[src/rtl/xbc_pkg.sv]
`timescale 1ns / 1ps
`default_nettype none
package xbc_pkg;

	localparam logic [31:0] DELTA       = 32'h9e37_79b9;
	localparam int          CFG_W       = 6;
	localparam logic [5:0]  ROUND_RESET = 6'd6;
	localparam int          QDEPTH      = 2;

	typedef struct packed {
		logic [31:0] data_word;
		logic        last_word;
		logic        decrypt;
		logic [31:0] key_word_0;
		logic [31:0] key_word_1;
		logic [31:0] key_word_2;
		logic [31:0] key_word_3;
	} in_item_t;

	typedef struct packed {
		logic [31:0] result_word;
		logic        last_result;
		logic        overflowed;
	} out_item_t;

	// one classified request, front to back
	typedef struct packed {
		logic [31:0]      word;
		logic [3:0][31:0] key;
		logic             decrypt;
		logic             first;
		logic             last;
		logic             store;
		logic             ovf;
	} job_t;

endpackage
`default_nettype wire

[src/rtl/xbc_ram.sv]
`timescale 1ns / 1ps
`default_nettype none
module xbc_ram #(
	parameter int WIDTH = 32,
	parameter int DEPTH = 8
) (
	input  wire logic                       clk,
	input  wire logic                       we,
	input  wire logic [$clog2(DEPTH)-1:0]   waddr,
	input  wire logic [WIDTH-1:0]           wdata,
	input  wire logic [$clog2(DEPTH)-1:0]   raddr,
	output logic      [WIDTH-1:0]           rdata
);

	logic [WIDTH-1:0] mem_q [DEPTH];

	always_ff @(posedge clk) begin
		if (we) begin
			mem_q[waddr] <= wdata;
		end
		rdata <= mem_q[raddr];
	end

endmodule
`default_nettype wire

[src/rtl/xbc_queue.sv]
`timescale 1ns / 1ps
`default_nettype none
module xbc_queue (
	input  wire logic          clk,
	input  wire logic          arst_n,
	input  wire logic          push,
	input  wire xbc_pkg::job_t push_job,
	output logic               full,
	input  wire logic          pop,
	output xbc_pkg::job_t      pop_job,
	output logic               nonempty
);
	import xbc_pkg::*;

	localparam int PW = (QDEPTH > 1) ? $clog2(QDEPTH) : 1;

	job_t          ent_q [QDEPTH];
	logic [PW-1:0] wp_q;
	logic [PW-1:0] rp_q;
	logic [PW:0]   cnt_q;
	logic          do_push;
	logic          do_pop;

	assign full     = (cnt_q == (PW+1)'(QDEPTH));
	assign nonempty = (cnt_q != '0);
	assign do_push  = push && !full;
	assign do_pop   = pop && nonempty;
	assign pop_job  = ent_q[rp_q];

	always_ff @(posedge clk or negedge arst_n) begin
		if (!arst_n) begin
			wp_q  <= '0;
			rp_q  <= '0;
			cnt_q <= '0;
		end else begin
			if (do_push) begin
				wp_q <= (wp_q == PW'(QDEPTH - 1)) ? '0 : PW'(wp_q + 1'b1);
			end
			if (do_pop) begin
				rp_q <= (rp_q == PW'(QDEPTH - 1)) ? '0 : PW'(rp_q + 1'b1);
			end
			unique case ({do_push, do_pop})
				2'b10:   cnt_q <= (PW+1)'(cnt_q + 1'b1);
				2'b01:   cnt_q <= (PW+1)'(cnt_q - 1'b1);
				default: cnt_q <= cnt_q;
			endcase
		end
	end

	always_ff @(posedge clk) begin
		if (do_push) begin
			ent_q[wp_q] <= push_job;
		end
	end

endmodule
`default_nettype wire

[src/rtl/xbc_front.sv]
`timescale 1ns / 1ps
`default_nettype none
module xbc_front #(
	parameter int MAX_WORDS = 8
) (
	input  wire logic              clk,
	input  wire logic              arst_n,
	input  wire logic              in_valid,
	output logic                   in_stall,
	input  wire xbc_pkg::in_item_t in_data,
	output logic                   q_push,
	output xbc_pkg::job_t          q_job,
	input  wire logic              q_full
);
	import xbc_pkg::*;

	localparam int CW = $clog2(MAX_WORDS + 1);

	logic [CW-1:0] cnt_q;
	logic          ovf_q;
	logic          fits;

	assign in_stall = q_full;
	assign q_push   = in_valid && !q_full;
	assign fits     = (cnt_q < CW'(MAX_WORDS));

	always_comb begin
		q_job.word    = in_data.data_word;
		q_job.key[0]  = in_data.key_word_0;
		q_job.key[1]  = in_data.key_word_1;
		q_job.key[2]  = in_data.key_word_2;
		q_job.key[3]  = in_data.key_word_3;
		q_job.decrypt = in_data.decrypt;
		q_job.first   = (cnt_q == '0) && !ovf_q;
		q_job.last    = in_data.last_word;
		q_job.store   = fits;
		q_job.ovf     = ovf_q || !fits;
	end

	// word count and overflow of the block being received
	always_ff @(posedge clk or negedge arst_n) begin
		if (!arst_n) begin
			cnt_q <= '0;
			ovf_q <= 1'b0;
		end else if (q_push) begin
			if (in_data.last_word) begin
				cnt_q <= '0;
				ovf_q <= 1'b0;
			end else if (fits) begin
				cnt_q <= CW'(cnt_q + 1'b1);
			end else begin
				ovf_q <= 1'b1;
			end
		end
	end

endmodule
`default_nettype wire

[src/rtl/xbc_back.sv]
`timescale 1ns / 1ps
`default_nettype none
module xbc_back #(
	parameter int MAX_WORDS = 8
) (
	input  wire logic                       clk,
	input  wire logic                       arst_n,
	input  wire logic                       q_valid,
	output logic                            q_pop,
	input  wire xbc_pkg::job_t              q_job,
	input  wire logic [xbc_pkg::CFG_W-1:0]  rounds,
	output logic                            out_valid,
	input  wire logic                       out_stall,
	output xbc_pkg::out_item_t              out_data
);
	import xbc_pkg::*;

	localparam int CW = $clog2(MAX_WORDS + 1);
	localparam int AW = $clog2(MAX_WORDS);

	localparam logic [2:0] S_LOAD  = 3'd0;
	localparam logic [2:0] S_START = 3'd1;
	localparam logic [2:0] S_PRO1  = 3'd2;
	localparam logic [2:0] S_PRO2  = 3'd3;
	localparam logic [2:0] S_MIXA  = 3'd4;
	localparam logic [2:0] S_MIXB  = 3'd5;
	localparam logic [2:0] S_EMIT  = 3'd6;
	localparam logic [2:0] S_EWAIT = 3'd7;

	logic [2:0]       state_q;
	logic [CW-1:0]    wcnt_q;
	logic [CW-1:0]    n_q;
	logic             ovf_q;
	logic             dec_q;
	logic [3:0][31:0] key_q;
	logic [AW-1:0]    p_q;
	logic [AW-1:0]    ei_q;
	logic [CFG_W-1:0] rnd_q;
	logic [31:0]      sum_q;
	logic [31:0]      c_q;     // carried new value (z on encrypt, y on decrypt)
	logic [31:0]      nx_q;    // old value of the next target word
	logic [31:0]      rdh_q;
	logic [31:0]      a_q;
	logic [31:0]      b_q;
	logic             fwd_q;
	logic             ov_q;
	out_item_t        out_q;

	logic             ram_we;
	logic [AW-1:0]    ram_waddr;
	logic [31:0]      ram_wdata;
	logic [AW-1:0]    ram_raddr;
	logic [31:0]      ram_rdata;

	logic [AW-1:0]    nm1;
	logic [31:0]      rd_eff;
	logic [31:0]      y;
	logic [31:0]      z;
	logic [1:0]       kidx;
	logic [31:0]      mixv;
	logic [31:0]      newv;
	logic             rend;
	logic [AW-1:0]    p_next;
	logic             slot_free;
	logic             emit_last;

	function automatic logic [AW-1:0] step_addr(input logic [AW-1:0] p, input logic dec,
	                                            input logic [AW-1:0] last_idx);
		logic [AW-1:0] r;
		if (!dec) begin
			r = (p == last_idx) ? '0 : AW'(p + 1'b1);
		end else begin
			r = (p == '0) ? last_idx : AW'(p - 1'b1);
		end
		return r;
	endfunction

	xbc_ram #(
		.WIDTH (32),
		.DEPTH (MAX_WORDS)
	) u_store (
		.clk   (clk),
		.we    (ram_we),
		.waddr (ram_waddr),
		.wdata (ram_wdata),
		.raddr (ram_raddr),
		.rdata (ram_rdata)
	);

	assign nm1       = AW'(n_q - 1'b1);
	assign q_pop     = (state_q == S_LOAD) && q_valid;
	assign rd_eff    = fwd_q ? c_q : ram_rdata;
	assign y         = dec_q ? c_q : rd_eff;
	assign z         = dec_q ? rd_eff : c_q;
	assign kidx      = 2'(p_q) ^ sum_q[3:2];
	assign mixv      = a_q ^ b_q;
	assign newv      = dec_q ? (nx_q - mixv) : (nx_q + mixv);
	assign rend      = dec_q ? (p_q == '0) : (p_q == nm1);
	assign p_next    = rend ? (dec_q ? nm1 : '0) : step_addr(p_q, dec_q, nm1);
	assign slot_free = !ov_q || !out_stall;
	assign emit_last = (ei_q == nm1);
	assign out_valid = ov_q;
	assign out_data  = out_q;

	always_comb begin
		ram_we    = 1'b0;
		ram_waddr = p_q;
		ram_wdata = newv;
		if (q_pop && q_job.store) begin
			ram_we    = 1'b1;
			ram_waddr = wcnt_q[AW-1:0];
			ram_wdata = q_job.word;
		end else if (state_q == S_MIXB) begin
			ram_we = 1'b1;
		end
	end

	always_comb begin
		unique case (state_q)
			S_START:         ram_raddr = dec_q ? '0 : nm1;
			S_PRO1:          ram_raddr = dec_q ? nm1 : '0;
			S_PRO2:          ram_raddr = step_addr(p_q, dec_q, nm1);
			S_MIXB:          ram_raddr = step_addr(p_next, dec_q, nm1);
			S_EMIT, S_EWAIT: ram_raddr = ei_q;
			default:         ram_raddr = '0;
		endcase
	end

	always_ff @(posedge clk or negedge arst_n) begin
		if (!arst_n) begin
			state_q <= S_LOAD;
			wcnt_q  <= '0;
			ov_q    <= 1'b0;
			dec_q   <= 1'b0;
			ovf_q   <= 1'b0;
			n_q     <= '0;
			p_q     <= '0;
			ei_q    <= '0;
			rnd_q   <= '0;
			fwd_q   <= 1'b0;
		end else begin
			// output slot: load a word, or drop the one taken
			if ((state_q == S_EWAIT) && slot_free) begin
				ov_q <= 1'b1;
			end else if (ov_q && !out_stall) begin
				ov_q <= 1'b0;
			end
			unique case (state_q)
				S_LOAD: begin
					if (q_pop) begin
						if (q_job.first) begin
							dec_q <= q_job.decrypt;
						end
						if (q_job.store) begin
							wcnt_q <= CW'(wcnt_q + 1'b1);
						end
						if (q_job.last) begin
							n_q     <= q_job.store ? CW'(wcnt_q + 1'b1) : wcnt_q;
							ovf_q   <= q_job.ovf;
							state_q <= S_START;
						end
					end
				end
				S_START: begin
					ei_q  <= '0;
					rnd_q <= '0;
					p_q   <= dec_q ? nm1 : '0;
					if (n_q < CW'(2) || rounds == '0) begin
						state_q <= S_EMIT;
					end else begin
						state_q <= S_PRO1;
					end
				end
				S_PRO1: state_q <= S_PRO2;
				S_PRO2: begin
					fwd_q   <= 1'b0;
					state_q <= S_MIXA;
				end
				S_MIXA: state_q <= S_MIXB;
				S_MIXB: begin
					p_q   <= p_next;
					fwd_q <= (step_addr(p_next, dec_q, nm1) == p_q);
					if (rend) begin
						rnd_q <= CFG_W'(rnd_q + 1'b1);
						if (CFG_W'(rnd_q + 1'b1) == rounds) begin
							state_q <= S_EMIT;
						end else begin
							state_q <= S_MIXA;
						end
					end else begin
						state_q <= S_MIXA;
					end
				end
				S_EMIT: state_q <= S_EWAIT;
				S_EWAIT: begin
					if (slot_free) begin
						if (emit_last) begin
							wcnt_q  <= '0;
							state_q <= S_LOAD;
						end else begin
							ei_q    <= AW'(ei_q + 1'b1);
							state_q <= S_EMIT;
						end
					end
				end
				default: state_q <= S_LOAD;
			endcase
		end
	end

	// datapath registers
	always_ff @(posedge clk) begin
		if (q_pop && q_job.first) begin
			key_q <= q_job.key;
		end
		unique case (state_q)
			S_START: sum_q <= dec_q ? 32'({26'd0, rounds} * DELTA) : DELTA;
			S_PRO1:  c_q   <= ram_rdata;
			S_PRO2:  nx_q  <= ram_rdata;
			S_MIXA: begin
				rdh_q <= rd_eff;
				a_q   <= ((z >> 5) ^ (y << 2)) + ((y >> 3) ^ (z << 4));
				b_q   <= (sum_q ^ y) + (key_q[kidx] ^ z);
			end
			S_MIXB: begin
				c_q  <= newv;
				nx_q <= rdh_q;
				if (rend) begin
					sum_q <= dec_q ? (sum_q - DELTA) : (sum_q + DELTA);
				end
			end
			S_EWAIT: begin
				if (slot_free) begin
					out_q.result_word <= ram_rdata;
					out_q.last_result <= emit_last;
					out_q.overflowed  <= ovf_q;
				end
			end
			default: begin
			end
		endcase
	end

endmodule
`default_nettype wire

[src/rtl/xxtea_block_cipher.sv]
`timescale 1ns / 1ps
`default_nettype none
// XXTEA block cipher, one 32-bit word per request.
//
// Input channel (in_valid / in_stall / in_data): words of a block in order.
// The first word of a block also samples the 128-bit key and the direction;
// the word with last_word set closes the block. Words past MAX_WORDS are
// dropped and every result of that block carries overflowed.
// Output channel (out_valid / out_stall / out_data): one request per stored
// word, in original order, last_result on the final one.
// Config: cfg_we writes cfg_data into round_count (reset 6); write it idle.
//
// A front stage classifies words into a two-entry queue; the back stage
// stores them, then runs rounds * n mixing steps through one shared mix
// unit and a one-write one-read word store, then emits the words; it
// takes no word of the next block until the last result is emitted.
// Blocks of one word, or round_count of 0, pass through unchanged.
// Reset clears all control state and empties the queue and output.
// A stalled output holds its request; the back waits and the queue fills.
module xxtea_block_cipher #(
	parameter int MAX_WORDS = 8
) (
	input  wire logic                      clk,
	input  wire logic                      arst_n,
	input  wire logic                      in_valid,
	output logic                           in_stall,
	input  wire xbc_pkg::in_item_t         in_data,
	output logic                           out_valid,
	input  wire logic                      out_stall,
	output xbc_pkg::out_item_t             out_data,
	input  wire logic                      cfg_we,
	input  wire logic [xbc_pkg::CFG_W-1:0] cfg_data
);
	import xbc_pkg::*;

	logic [CFG_W-1:0] rounds_q;
	logic             q_push;
	job_t             push_job;
	logic             q_full;
	logic             q_pop;
	job_t             pop_job;
	logic             q_nonempty;

	// round_count register
	always_ff @(posedge clk or negedge arst_n) begin
		if (!arst_n) begin
			rounds_q <= ROUND_RESET;
		end else if (cfg_we) begin
			rounds_q <= cfg_data;
		end
	end

	xbc_front #(
		.MAX_WORDS (MAX_WORDS)
	) u_front (
		.clk      (clk),
		.arst_n   (arst_n),
		.in_valid (in_valid),
		.in_stall (in_stall),
		.in_data  (in_data),
		.q_push   (q_push),
		.q_job    (push_job),
		.q_full   (q_full)
	);

	xbc_queue u_queue (
		.clk      (clk),
		.arst_n   (arst_n),
		.push     (q_push),
		.push_job (push_job),
		.full     (q_full),
		.pop      (q_pop),
		.pop_job  (pop_job),
		.nonempty (q_nonempty)
	);

	xbc_back #(
		.MAX_WORDS (MAX_WORDS)
	) u_back (
		.clk       (clk),
		.arst_n    (arst_n),
		.q_valid   (q_nonempty),
		.q_pop     (q_pop),
		.q_job     (pop_job),
		.rounds    (rounds_q),
		.out_valid (out_valid),
		.out_stall (out_stall),
		.out_data  (out_data)
	);

endmodule
`default_nettype wire
[config.mk]
export PLATFORM = sky130hd
export DESIGN_NAME = xxtea_block_cipher
export DESIGN_NICKNAME = d
export VERILOG_FILES = /design/src/rtl/xbc_pkg.sv /design/src/rtl/xbc_ram.sv /design/src/rtl/xbc_queue.sv /design/src/rtl/xbc_front.sv /design/src/rtl/xbc_back.sv /design/src/rtl/xxtea_block_cipher.sv
export SDC_FILE = /design/constraint.sdc
export NUM_CORES = 2
export LEC_CHECK = 0
export ABC_CLOCK_PERIOD_IN_PS = 11350
export BUFFER_PORTS_ARGS = -buffer_cell sky130_fd_sc_hd__buf_4
export CORE_MARGIN = 2
export CORE_UTILIZATION = 55
export DETAILED_ROUTE_END_ITERATION = 7
export PLACE_DENSITY = 0.71
export SKIP_CTS_REPAIR_TIMING = 1
export SYNTH_ARGS = -nofsm -noshare
export SYNTH_HDL_FRONTEND = slang
export SYNTH_SLANG_ARGS = --single-unit
export TNS_END_PERCENT = 100
[constraint.sdc]
create_clock -name clk -period 11.35 [get_ports clk]
set_input_delay 2.27 -clock clk [delete_from_list [all_inputs] [get_ports clk]]
set_output_delay 2.27 -clock clk [all_outputs]
set_load 0.1 [all_outputs]
==> flow_metrics.py <==
metrics = {
    "status": {
        "status": "completed",
    },
    "logic_synthesis": {
        "synth_top_cell_by_area": "edfxtp_1",
        "synthSimpleGateAreaFrac_pct": 8.40,
        "synth-seq-cells": 1014,
        "synth_cells": 3846,
        "ys_seq_area_share_pct": 60.1,
        "synth.distinct_cells": 85,
        "async_reset_ff_share_pct": 4.14,
        "synth_fa_ha_area_share_pct": 6.20,
        "synth_edf_count": 940,
        "yosysWarnings": 0,
        "synth_xor_area_share_pct": 6.11,
        "synth_compound_area_share_pct": 10.3,
        "synthTopCellsByArea": "edfxtp_1 57%, ha_1 4.8%, xnor2_1 4.1%",
        "synthMuxAreaShare_pct": 6.17,
        "synth_area_um2": 49800,
        "synth-main-ff-cell": "edfxtp_1",
        "synth_top_family_by_area": "compound AO/OA/AOI/OAI gates",
        "syn_area_per_cell_um2": 12.9,
        "synth_fp_nets": 4244,
        "synth_top_area_share_pct": 56.7,
    },
    "die": {
        "row_count": 110,
        "ios": 209,
        "core-area_um2": 89900,
        "die_w_um": 305,
        "initial_utilization_pct": 55.4,
        "die_h_um": 305,
        "die-area_um2": 92900,
    },
    "timing": {
        "setup_viol": 0,
        "rsz0062_at_grt": "false",
        "finalWorstSetupSlack_ns": 5.68,
        "fmax_mhz": 176,
        "maxSlewHeadroom_pct": 28.9,
        "final.setup.tns_ns": 0,
        "period_share_pct": 49.9,
        "hold_viol": 0,
        "fin_skew_ns": 0.0361,
        "slew_violations": 0,
        "finalWorstPathRequiredPeriod_ns": 5.67,
        "worst_pin_slew_ns": 1.06,
    },
    "critical_path": {
        "crit_chain": "buf_4 > nor2_1 > xnor2_1 > ha_1 > nand3_1 > nor2b_1 > o211ai_1 > a211oi_1 > a211oi_1 > a21oi_1 > o31ai_1 > mux2i_1 > or3_1 > o21ai_0",
        "end_kind": "flip-flop",
        "crit_required_ns": 11.72,
        "path_common_cell": "a211oi_1",
        "cp-start-kind": "flip-flop",
        "cp_max_fo": 76,
        "max_stage_delay_ns": 1.04,
        "critPathKind": "flip-flop to flip-flop",
        "slowest_stage": "dfrtp_4",
        "arrival_ns": 6.03,
    },
    "cts": {
        "cts_buffer_depth": 3,
        "cts.clk_slew.worst_paths_ns": 0.07,
        "cts_num_sinks": 1014,
        "numCtsBuffers": 100,
        "clock-root-buffer": "clkbuf_16",
        "cts_tree": "done",
        "clk_latency_ns": 0.69,
        "h-tree-depth": 3,
    },
    "flow_run": {
        "maxCapViolCount": 0,
    },
    "drt": {
        "first_iter_violations": 2590,
        "routed_wl_um": 118000,
        "ant_nets": 0,
        "vias_per_cell": 5.89,
        "firstDrtPassIters": 6,
        "drt_drc_violations_left": 0,
        "num_vias": 31300,
        "wl_per_cell_um": 22.3,
    },
    "global_routing": {
        "met1_usage_pct": 34.8,
        "grtUsageMet2_pct": 41.5,
        "antenna_found_initial": 6,
        "busiest_layer": "met2",
        "grt_pass1_vias": 30800,
        "grt.met3_usage_pct": 3.87,
        "grtUsageTotal_pct": 25.2,
        "grt_max_degree": 91,
        "grt_pass1_wl_um": 180000,
        "grt-ovfl-total": 0,
    },
    "cells_and_area": {
        "drive_gt1_share_pct": 16.1,
        "final_net_count": 4452,
        "fill_cells": 6781,
        "area_delta_synth_final_pct": 12.5,
    },
    "place": {
        "io_buffers": 208,
        "hpwl_um": 80600,
        "gp_congestion": 0.915,
        "preCtsSetupSlack_ns": 5.93,
    },
    "worst_hold_path": {
        "hold_path.class": "flip-flop to flip-flop",
    },
}
final timing paths:
| kind | startpoint | endpoint | slack (ns) | depth (start not counted) |
|---|---|---|---|---|
| worst max-delay path | u_back.dec_q | u_back.u_store.mem_q[7][25] | 5.68 | 14 |
| worst min-delay path | u_back.ovf_q | u_back.out_data[0] | 0.45 | 0 |
| worst max register to register | u_back.dec_q | u_back.u_store.mem_q[7][25] | 5.68 | 14 |
| worst min register to register | u_back.ovf_q | u_back.out_data[0] | 0.45 | 0 |
| max in group asynchronous | arst_n | u_queue.rp_q | 9.22 | 1 |
| min in group asynchronous | arst_n | rounds_q[0] | 1.59 | 1 |
layer usage:
layer,vias to the layer above,wire length [um]
li1,14700,-
met1,15500,50500
met2,998,57000
met3,203,7410
met4,6,3310
met5,-,37
kinds of logic after synthesis:
kind of cell	after synthesis
flops	1014
simple gates	910
compound gates	776
xor+xnor	343
buf+inv	330
mux	248
fa+ha+maj	225
worst max-delay path, delay by kind of cell, from the launching register on:
family | cells | cell delay (ns)
AND/OR/NAND/NOR | 4 | 0.83
adder cells (fa/ha/maj) | 1 | 0.38
buffers and inverters | 1 | 0.72
AO/OA/AOI/OAI | 6 | 2.00
XOR/XNOR | 1 | 0.16
flip-flops | 1 | 1.04
multiplexers | 1 | 0.14
state kept, by name, summed over array words and instances, names as in the netlist, 34 cells and up:
signal,count
u_back.u_store.mem_q,256
u_back.key_q,128
u_back.out_data,34
u_queue.ent_q,330
cell usage after synthesis (11+ instances only):
cell type and count:
mux2i_1 67, o21ai_0 187, nand2b_1 29, inv_1 184, mux2_2 149, nand3_1 41, xor2_1 105, dfrtp_1 40
clkbuf_1 93, mux4_2 32, o22ai_1 43, nand4_1 14, nor2b_1 34, fa_1 36, nor3_1 78, a21o_1 59
ha_1 189, o21bai_1 19, a31oi_1 56, nor2_1 212, xnor2_1 235, dfxtp_1 32, o31ai_1 12, a211oi_1 53
o21a_1 16, a21boi_0 11, and3_1 22, a22oi_1 16, a21oi_1 192, buf_2 28, or3_1 19, edfxtp_1 940
nand2_1 360, a2111oi_2 30, and2_1 46
through the flow:
| stage | std cells | utilization, % | area (um^2) | hold WS [ns] |
|---|---|---|---|---|
| finish | 5318 | 62.3 | 56000 | 0.446 |
| global route | 5317 | 62.3 | 56000 | 0.440 |
| CTS | 5315 | 62.3 | 56000 | 0.439 |
| detailed placement | 5128 | 58.6 | 52600 | 0.443 |
| global placement | 5128 | 58.6 | 52600 | 0.433 |
| floorplan | 3846 | - | 49800 | 0.426 |
layout by cell type (no fill, tap or decap), drive strengths merged, types with 36 or more instances in the layout:
cell type and instances:
and2 48, o22ai 43, xor2 105, a31oi 56
xnor2 236, inv 185, mux2 149, edfxtp 940
clkinv 44, nand2 360, fa 36, clkbuf 125
nand3 43, a21o 59, ha 189, nor2 212
o21ai 190, a21oi 192, mux2i 67, buf 251
nor3 78, a211oi 53, dfrtp 40
layout make-up:
cell class / count / area [um^2] / share of cell area (%)
Clock inverter: 62 / 672 / 1.20
Clock buffer: 125 / 2660 / 4.74
Multi-Input combinational cell: 2502 / 18700 / 33.3
Antenna cell: 3 / 7.51 / 0.0134
Inverter: 185 / 697 / 1.24
Sequential cell: 1014 / 29900 / 53.5
Timing Repair Buffer: 251 / 1880 / 3.37
Tap cell: 1176 / 1470 / 2.63
Power is left out: the tool's default activity adds up to more than one toggle a clock period on the data nets, which glitch-free logic cannot reach.
